### src/hmf_pkg.sv
`default_nettype none

package hmf_pkg;

	localparam logic [7:0] CH_CR    = 8'h0D;
	localparam logic [7:0] CH_LF    = 8'h0A;
	localparam logic [7:0] CH_SPACE = 8'h20;
	localparam logic [7:0] CH_TAB   = 8'h09;
	localparam logic [7:0] CH_ZERO  = 8'h30;
	localparam logic [7:0] CH_NINE  = 8'h39;
	localparam logic [7:0] CH_COLON = 8'h3A;

	// Length of "Content-Length:" in characters.
	localparam logic [3:0] KW_LEN = 4'd15;

	typedef enum logic [1:0] {
		PH_SEARCH,
		PH_BLANKS,
		PH_DIGITS,
		PH_FIXED
	} phase_t;

	typedef enum logic [1:0] {
		TERM_IDLE,
		TERM_CR,
		TERM_CRLF,
		TERM_CRLFCR
	} term_t;

	typedef struct packed {
		logic step;
		logic clear;
	} scan_ctrl_t;

	typedef struct packed {
		logic has_len;
		logic ovf;
	} scan_stat_t;

	typedef struct packed {
		logic is_body;
		logic header_end;
		logic message_last;
		logic length_saturated;
	} out_flags_t;

	function automatic logic [7:0] kw_char(input logic [3:0] idx);
		logic [7:0] c;
		case (idx)
			4'd0:    c = 8'h43; // C
			4'd1:    c = 8'h6F; // o
			4'd2:    c = 8'h6E; // n
			4'd3:    c = 8'h74; // t
			4'd4:    c = 8'h65; // e
			4'd5:    c = 8'h6E; // n
			4'd6:    c = 8'h74; // t
			4'd7:    c = 8'h2D; // -
			4'd8:    c = 8'h4C; // L
			4'd9:    c = 8'h65; // e
			4'd10:   c = 8'h6E; // n
			4'd11:   c = 8'h67; // g
			4'd12:   c = 8'h74; // t
			4'd13:   c = 8'h68; // h
			4'd14:   c = CH_COLON;
			default: c = 8'h00;
		endcase
		return c;
	endfunction

endpackage

`default_nettype wire

### src/hmf_in_reg.sv
`default_nettype none

module hmf_in_reg
	import hmf_pkg::*;
(
	input  wire logic       clk,
	input  wire logic       arst_n,
	input  wire logic       in_valid,
	output logic            in_ready,
	input  wire logic [7:0] rx_byte,
	input  wire logic       advance,
	output logic            valid_s1,
	output logic [7:0]      byte_s1
);

	// The stage takes a new byte whenever it is empty or its byte moves on now.
	assign in_ready = !valid_s1 || advance;

	always_ff @(posedge clk or negedge arst_n) begin
		if (!arst_n) begin
			valid_s1 <= 1'b0;
		end else if (in_valid && in_ready) begin
			valid_s1 <= 1'b1;
		end else if (advance) begin
			valid_s1 <= 1'b0;
		end
	end

	always_ff @(posedge clk) begin
		if (in_valid && in_ready) begin
			byte_s1 <= rx_byte;
		end
	end

endmodule

`default_nettype wire

### src/hmf_length_scan.sv
`default_nettype none

module hmf_length_scan
	import hmf_pkg::*;
#(
	parameter int LENGTH_WIDTH = 32
) (
	input  wire logic                    clk,
	input  wire logic                    arst_n,
	input  wire scan_ctrl_t              ctrl,
	input  wire logic [7:0]              scan_byte,
	output logic [LENGTH_WIDTH-1:0]      len,
	output scan_stat_t                   stat
);

	logic [3:0]              kw_cnt_q, kw_cnt_n;
	phase_t                  phase_q, phase_n;
	logic [LENGTH_WIDTH-1:0] acc_q, acc_n;
	logic                    ovf_q, ovf_n;

	logic                    is_digit;
	logic [LENGTH_WIDTH-1:0] add_base;
	logic [LENGTH_WIDTH+3:0] add_wide;
	logic [LENGTH_WIDTH-1:0] add_val;
	logic                    add_ovf;

	assign is_digit = (scan_byte >= CH_ZERO) && (scan_byte <= CH_NINE);

	// One decimal digit: acc * 10 + d, computed with four spare bits so that
	// anything above the counter range shows in the top bits.
	assign add_base = (phase_q == PH_DIGITS) ? acc_q : '0;
	assign add_wide = ({4'b0000, add_base} << 3) + ({4'b0000, add_base} << 1)
		+ {{LENGTH_WIDTH{1'b0}}, scan_byte[3:0]};
	assign add_ovf  = (add_wide[LENGTH_WIDTH+3:LENGTH_WIDTH] != 4'b0000);
	assign add_val  = add_ovf ? {LENGTH_WIDTH{1'b1}} : add_wide[LENGTH_WIDTH-1:0];

	always_comb begin
		kw_cnt_n = kw_cnt_q;
		phase_n  = phase_q;
		acc_n    = acc_q;
		ovf_n    = ovf_q;
		case (phase_q)
			PH_SEARCH: begin
				if (kw_cnt_q != KW_LEN && scan_byte == kw_char(kw_cnt_q)) begin
					if (kw_cnt_q + 4'd1 == KW_LEN) begin
						kw_cnt_n = 4'd0;
						phase_n  = PH_BLANKS;
					end else begin
						kw_cnt_n = kw_cnt_q + 4'd1;
					end
				end else begin
					kw_cnt_n = (scan_byte == kw_char(4'd0)) ? 4'd1 : 4'd0;
				end
			end
			PH_BLANKS: begin
				if (scan_byte == CH_SPACE || scan_byte == CH_TAB) begin
					phase_n = PH_BLANKS;
				end else if (is_digit) begin
					acc_n   = add_val;
					ovf_n   = ovf_q | add_ovf;
					phase_n = PH_DIGITS;
				end else begin
					acc_n   = '0;
					phase_n = PH_FIXED;
				end
			end
			PH_DIGITS: begin
				if (is_digit) begin
					acc_n = add_val;
					ovf_n = ovf_q | add_ovf;
				end else begin
					phase_n = PH_FIXED;
				end
			end
			default: begin
				phase_n = PH_FIXED;
			end
		endcase
	end

	assign stat.has_len = (phase_n == PH_DIGITS) || (phase_n == PH_FIXED);
	assign stat.ovf     = ctrl.step ? ovf_n : ovf_q;
	assign len          = stat.has_len ? acc_n : '0;

	always_ff @(posedge clk or negedge arst_n) begin
		if (!arst_n) begin
			kw_cnt_q <= 4'd0;
			phase_q  <= PH_SEARCH;
			acc_q    <= '0;
			ovf_q    <= 1'b0;
		end else if (ctrl.clear) begin
			kw_cnt_q <= 4'd0;
			phase_q  <= PH_SEARCH;
			acc_q    <= '0;
			ovf_q    <= 1'b0;
		end else if (ctrl.step) begin
			kw_cnt_q <= kw_cnt_n;
			phase_q  <= phase_n;
			acc_q    <= acc_n;
			ovf_q    <= ovf_n;
		end
	end

endmodule

`default_nettype wire

### src/hmf_out_reg.sv
`default_nettype none

module hmf_out_reg
	import hmf_pkg::*;
(
	input  wire logic       clk,
	input  wire logic       arst_n,
	input  wire logic       load,
	input  wire logic [7:0] load_byte,
	input  wire out_flags_t load_flags,
	output logic            free,
	output logic            out_valid,
	input  wire logic       out_ready,
	output logic [7:0]      out_byte,
	output logic            is_body,
	output logic            header_end,
	output logic            message_last,
	output logic            length_saturated
);

	out_flags_t flags_q;

	assign free = !out_valid || out_ready;

	always_ff @(posedge clk or negedge arst_n) begin
		if (!arst_n) begin
			out_valid <= 1'b0;
		end else if (load) begin
			out_valid <= 1'b1;
		end else if (out_ready) begin
			out_valid <= 1'b0;
		end
	end

	always_ff @(posedge clk) begin
		if (load) begin
			out_byte <= load_byte;
			flags_q  <= load_flags;
		end
	end

	assign is_body          = flags_q.is_body;
	assign header_end       = flags_q.header_end;
	assign message_last     = flags_q.message_last;
	assign length_saturated = flags_q.length_saturated;

endmodule

`default_nettype wire

### src/http_message_framer_core.sv
// HTTP/1.1 message framer for one connection's received byte stream.
// The input channel (in_valid, in_ready, rx_byte) carries one byte per
// transaction. The output channel (out_valid, out_ready and the result fields)
// returns exactly one transaction per input byte, in order: the byte itself,
// is_body for message body bytes, header_end on the final LF of CR LF CR LF,
// message_last on the last byte of each message, and length_saturated when
// the Content-Length value did not fit in LENGTH_WIDTH bits and was clamped.
// A byte accepted into the input stage waits there until the result register
// is free, is then framed into the result register and is shown on the
// outputs from then on, until the receiver takes it. Throughput is one byte
// per cycle while the receiver does not stall; the framing state is updated
// in a single pass as a byte leaves the input stage.
// When the receiver stalls, the result register holds its transaction and the
// input stage still takes one more byte; after that in_ready drops until the
// result is taken. Reset clears both stages and all framing state, so the
// first byte after reset starts the header of a new message.
`default_nettype none

module http_message_framer_core
	import hmf_pkg::*;
#(
	parameter int LENGTH_WIDTH = 32
) (
	input  wire logic       clk,
	input  wire logic       arst_n,
	input  wire logic       in_valid,
	output logic            in_ready,
	input  wire logic [7:0] rx_byte,
	output logic            out_valid,
	input  wire logic       out_ready,
	output logic [7:0]      out_byte,
	output logic            is_body,
	output logic            header_end,
	output logic            message_last,
	output logic            length_saturated
);

	logic       valid_s1;
	logic [7:0] byte_s1;
	logic       out_free;
	logic       advance;

	// Message-level state: terminator progress and the body counter.
	term_t                   term_q, term_n;
	logic                    body_active_q, body_active_n;
	logic [LENGTH_WIDTH-1:0] body_left_q, body_left_n;

	scan_ctrl_t              scan_ctrl;
	scan_stat_t              scan_stat;
	logic [LENGTH_WIDTH-1:0] scan_len;
	out_flags_t              flags_n;

	// A byte leaves the input stage whenever the result register can take it.
	assign advance = valid_s1 && out_free;

	hmf_in_reg u_in_reg (
		.clk      (clk),
		.arst_n   (arst_n),
		.in_valid (in_valid),
		.in_ready (in_ready),
		.rx_byte  (rx_byte),
		.advance  (advance),
		.valid_s1 (valid_s1),
		.byte_s1  (byte_s1)
	);

	hmf_length_scan #(
		.LENGTH_WIDTH (LENGTH_WIDTH)
	) u_length_scan (
		.clk       (clk),
		.arst_n    (arst_n),
		.ctrl      (scan_ctrl),
		.scan_byte (byte_s1),
		.len       (scan_len),
		.stat      (scan_stat)
	);

	// Header bytes drive the terminator search and, at CR LF CR LF, either
	// close the message or load the body counter. Body bytes only count down
	// and are never searched.
	always_comb begin
		term_n        = term_q;
		body_active_n = body_active_q;
		body_left_n   = body_left_q;
		flags_n       = '0;
		if (body_active_q) begin
			flags_n.is_body = 1'b1;
			body_left_n     = body_left_q - {{(LENGTH_WIDTH-1){1'b0}}, 1'b1};
			if (body_left_n == '0) begin
				flags_n.message_last = 1'b1;
			end
		end else if (byte_s1 == CH_CR) begin
			term_n = (term_q == TERM_CRLF) ? TERM_CRLFCR : TERM_CR;
		end else if (byte_s1 == CH_LF && term_q == TERM_CR) begin
			term_n = TERM_CRLF;
		end else if (byte_s1 == CH_LF && term_q == TERM_CRLFCR) begin
			flags_n.header_end = 1'b1;
			term_n             = TERM_IDLE;
			if (scan_len == '0) begin
				flags_n.message_last = 1'b1;
			end else begin
				body_active_n = 1'b1;
				body_left_n   = scan_len;
			end
		end else begin
			term_n = TERM_IDLE;
		end
		// The flag reported is the one standing after this byte, before the
		// end of the message clears it.
		flags_n.length_saturated = scan_stat.ovf;
	end

	assign scan_ctrl.step  = advance && !body_active_q;
	assign scan_ctrl.clear = advance && flags_n.message_last;

	always_ff @(posedge clk or negedge arst_n) begin
		if (!arst_n) begin
			term_q        <= TERM_IDLE;
			body_active_q <= 1'b0;
			body_left_q   <= '0;
		end else if (advance) begin
			if (flags_n.message_last) begin
				term_q        <= TERM_IDLE;
				body_active_q <= 1'b0;
				body_left_q   <= '0;
			end else begin
				term_q        <= term_n;
				body_active_q <= body_active_n;
				body_left_q   <= body_left_n;
			end
		end
	end

	hmf_out_reg u_out_reg (
		.clk              (clk),
		.arst_n           (arst_n),
		.load             (advance),
		.load_byte        (byte_s1),
		.load_flags       (flags_n),
		.free             (out_free),
		.out_valid        (out_valid),
		.out_ready        (out_ready),
		.out_byte         (out_byte),
		.is_body          (is_body),
		.header_end       (header_end),
		.message_last     (message_last),
		.length_saturated (length_saturated)
	);

	// While the body is counted, at least one body byte is still owed.
	a_body_left_nonzero: assert property (@(posedge clk) disable iff (!arst_n)
		body_active_q |-> (body_left_q != '0))
		else $error("body counter is zero while the body is active");

	// The terminator search is idle during the body.
	a_term_idle_in_body: assert property (@(posedge clk) disable iff (!arst_n)
		body_active_q |-> (term_q == TERM_IDLE))
		else $error("terminator search active inside the body");

	// A header terminator is never reported on a body byte.
	a_hend_not_body: assert property (@(posedge clk) disable iff (!arst_n)
		out_valid && header_end |-> !is_body)
		else $error("header_end marked on a body byte");

	// Closing a message returns the framing state to its start.
	a_last_clears: assert property (@(posedge clk) disable iff (!arst_n)
		advance && flags_n.message_last |=> !body_active_q && (term_q == TERM_IDLE))
		else $error("framing state not cleared after the last byte of a message");

endmodule

`default_nettype wire
### config.mk
export PLATFORM = sky130hd
export DESIGN_NAME = http_message_framer_core
export DESIGN_NICKNAME = d
export VERILOG_FILES = /design/src/hmf_pkg.sv /design/src/hmf_in_reg.sv /design/src/hmf_length_scan.sv /design/src/hmf_out_reg.sv /design/src/http_message_framer_core.sv
export SDC_FILE = /design/constraint.sdc
export NUM_CORES = 1
export LEC_CHECK = 0
export BUFFER_PORTS_ARGS = -buffer_cell sky130_fd_sc_hd__buf_2
export CORE_MARGIN = 2
export CORE_UTILIZATION = 33
export DETAILED_ROUTE_END_ITERATION = 10
export REMOVE_ABC_BUFFERS = 1
export SYNTH_ARGS = -nofsm -noshare
export SYNTH_HDL_FRONTEND = slang
export SYNTH_SLANG_ARGS = --single-unit
export TNS_END_PERCENT = 20
### constraint.sdc
create_clock -name clk -period 11.5 [get_ports clk]
set_input_delay 1.15 -clock clk [delete_from_list [all_inputs] [get_ports clk]]
set_output_delay 1.15 -clock clk [all_outputs]
set_load 0.02 [all_outputs]
==> out/summary.md <==
## Logic synthesis
- **distinct cell type count after synthesis** 92
- **warnings from Yosys** 0
- **post-synth top area cell** dfrtp_1
- **dominant cell by count in the synthesized netlist** nand2_1
- **synthesis-stage register bit count** 96
- **sequential area share after synthesis** 0.280
- **cells after synthesis** 1093
- **share of async-settable or async-resettable flops after synthesis** 0.792
- **area share of the leading cell type in the synthesized netlist** 0.213
- **Post-Syn Area per Cell** 8.17 um^2
- **Synth Cell Area** 8930 um^2
- **ys flop type** dfrtp_1
- **cell types occupying the most area after synthesis** dfrtp_1 (21%), ha_1 (11%), edfxtp_1 (6.7%)
- **Commonest cells post-synth** nand2_1 (112), a21oi_1 (88), nor2_1 (83)
- **Post-synth EDFFs** 20

## Global route
- **Remaining Overflow, GRT** 0
- **largest net degree at the start of global routing** 77
- **global-route usage over all layers** 0.209
- **antenna violations before repair** 0
- **first-pass GRT wire length** 47000 um
- **vias in the first global route** 8349

## Worst setup path
- **startpoint types** flop
- **peak fanout along the critical path** 42
- **minimum setup slack among reg-to-reg paths** 5.07 ns
- **data arrival at the endpoint of the critical path** 6.63 ns
- **required time of the worst setup path** 11.71 ns
- **endpoint kind of the worst setup timing path** flop
- **critical path type** flop to flop

## Timing
- **maximum achievable frequency** 156 MHz
- **Final Critical Period** 6.43 ns
- **setup repair after global routing missed its margin** no
- **final-report max-slew violation count** 0
- **Worst slew margin** 0.216
- **fin worst setup slack** 5.07 ns
- **post-route worst hold slack** 0.511 ns
- **number of setup violations in the final report** 0
- **worst slew pin tran** 1.15 ns
- **final hold violations** 0
- **TNS Setup** 0 ns
- **Setup Skew** 0.00930 ns
- **Final period util** 0.559

## Drt
- **number of DRC markers after the initial detailed-route iteration** 885
- **Remaining DRCs** 0
- **drt pass-1 iters** 5
- **Via Count** 8813
- **Routed WL** 29700 um
- **routed length per instance** 20.8 um
- **remaining antenna violation count** 0
- **via-per-instance ratio** 6.18

## Floorplan
- **Initial Utilization** 0.333
- **Core Area** 26800 um^2
- **total die area** 28400 um^2
- **io pins** 26
- **# rows** 60
- **floorplan die height** 169 um
- **Die X-Extent** 169 um

## Worst hold path
- **Min-Delay Path Class** flop to flop

## Place
- **placed cell count** 1411
- **number of buffer cells added on primary ports** 25
- **placement-stage worst setup slack** 5.20 ns
- **post-detailed-placement half-perimeter wirelength** 22400 um
- **weighted congestion reported at the end of routability-driven placement** 0.999

## Clock network
- **clock input transition at the sequential cells of the worst setup and hold paths** 0.07 ns
- **TritonCTS clock tree** built
- **Max Buffers Root-to-Sink** 2
- **cts bufs inserted** 9
- **Post-CTS Setup Bufs** 0
- **number of instances resized during post-cts repair** 0
- **Worst-Skew Late Latency** 0.35 ns
- **number of buffers inserted for hold repair after clock tree synthesis** 0
- **number of clock sinks** 96
- **clock root cell** clkbuf_16
- **number of levels in the clock H-tree** 3

## Finish
- **nets** 1169
- **antenna cells** 0
- **post-synthesis to final-layout area growth** 7.68%
- **Final Non-Filler Cells** 1427
- **share of final-layout standard cells stronger than drive strength 1** 0.0737

## Pwr
- **ratio of total power to cell area** 141 nW/um^2
- **Pleak** 0.00401 uW
- **largest vdd supply drop** 0.114 mV

## Job
- **max_cap viols** 0

## Status
- **run status** complete, no violations

## path summary, 6_finish.rpt
kind,from,endpoint,cells after the start
worst max-delay path,u_length_scan.phase_q[0],u_length_scan.acc_q[21],21
min in group asynchronous,arst_n,body_left_q[27],1
worst min-delay path,u_in_reg.valid_s1,u_out_reg.out_valid,1
max in group asynchronous,arst_n,u_length_scan.acc_q[1],1
worst min register to register,u_in_reg.valid_s1,u_out_reg.out_valid,1
worst max register to register,u_length_scan.phase_q[0],u_length_scan.acc_q[21],21
## per-layer routing
| metal | global-route usage | vias up | wire, um |
|---|---|---|---|
| li1 | - | 4125 | - |
| met1 | 0.285 | 4245 | 13400 |
| met2 | 0.334 | 362 | 13200 |
| met3 | 0.0292 | 81 | 1900 |
| met4 | 0.0888 | 0 | 1260 |
| met5 | 0 | - | 0 |
## registers in the layout, summed over array words and instances (netlist names), 2 cells and up
| signal | flops |
|---|---|
| u_length_scan.acc_q | 32 |
| body_left_q | 32 |
| u_length_scan.phase_q | 2 |
| term_q | 2 |
| u_in_reg.byte_s1 | 8 |
| u_length_scan.kw_cnt_q | 4 |
| u_out_reg.out_byte | 8 |
## through the flow
stage | cell area (um^2) | util | power, uW
after global placement | 9310 | 0.347 | 1030
after global routing | 9620 | 0.359 | 1440
after detailed placement | 9310 | 0.347 | 1030
after CTS | 9620 | 0.359 | 1350
final | 9620 | 0.359 | 1360
after floorplan | 8680 | - | 839
## cells in the final DEF (no fill, tap or decap), drive strengths merged, types with 14 or more instances in the layout
cell    instances
nor4           16
a211oi         15
buf            34
and2           40
o21ai          89
nor2           84
nand2         112
xor2           17
o211ai         14
a22o           17
nand4          18
o21a           15
xnor2          19
inv            32
ha             75
nand3          27
dfrtp          76
a21o           17
a21oi          89
a31oi          15
nor3           34
a22oi          14
edfxtp         20
## kinds of logic after synthesis
| group | Yosys count | share of synthesized area |
|---|---|---|
| compound gates | 386 | 0.293 |
| xor+xnor | 36 | 0.0353 |
| fa+ha+maj | 77 | 0.108 |
| buf+inv | 86 | 0.0409 |
| flops | 96 | 0.280 |
| mux | 7 | 0.00812 |
| simple gates | 405 | 0.234 |
## area by class of cell
| class | count | area [um^2] |
|---|---|---|
| sequential | 96 | 2500 |
| tap | 341 | 427 |
| clock buffer | 9 | 225 |
| timing repair buffer | 34 | 195 |
| fill | 2739 | 17200 |
| inverter | 29 | 109 |
| multi-input combinational | 911 | 6080 |
| clock inverter | 7 | 83.8 |
## report_power, final
| group | switching, uW | internal [uW] | total [uW] |
|---|---|---|---|
| Combinational | 347 | 185 | 531 |
| Sequential | 94.9 | 411 | 506 |
| Clock | 146 | 173 | 319 |
| Total | 587 | 768 | 1360 |
## worst max-delay path: stages (launching register included)
cell	delay, ns
dfrtp_1	0.42
inv_1	0.13
ha_1	0.16
buf_4	0.35
nand2_1	0.16
xnor2_1	0.15
ha_1	0.31
inv_1	0.06
fa_1	0.46
nor2b_1	0.18
o31a_1	0.25
o21ai_2	0.17
a2111oi_4	0.46
o2111ai_1	0.18
o211ai_1	0.22
nand3_1	0.49
a2111o_1	0.52
nor4_1	0.34
nand4_2	0.22
a21oi_4	0.31
nand2b_2	0.54
o21ai_0	0.17
Power figures use the tool's default switching activity.
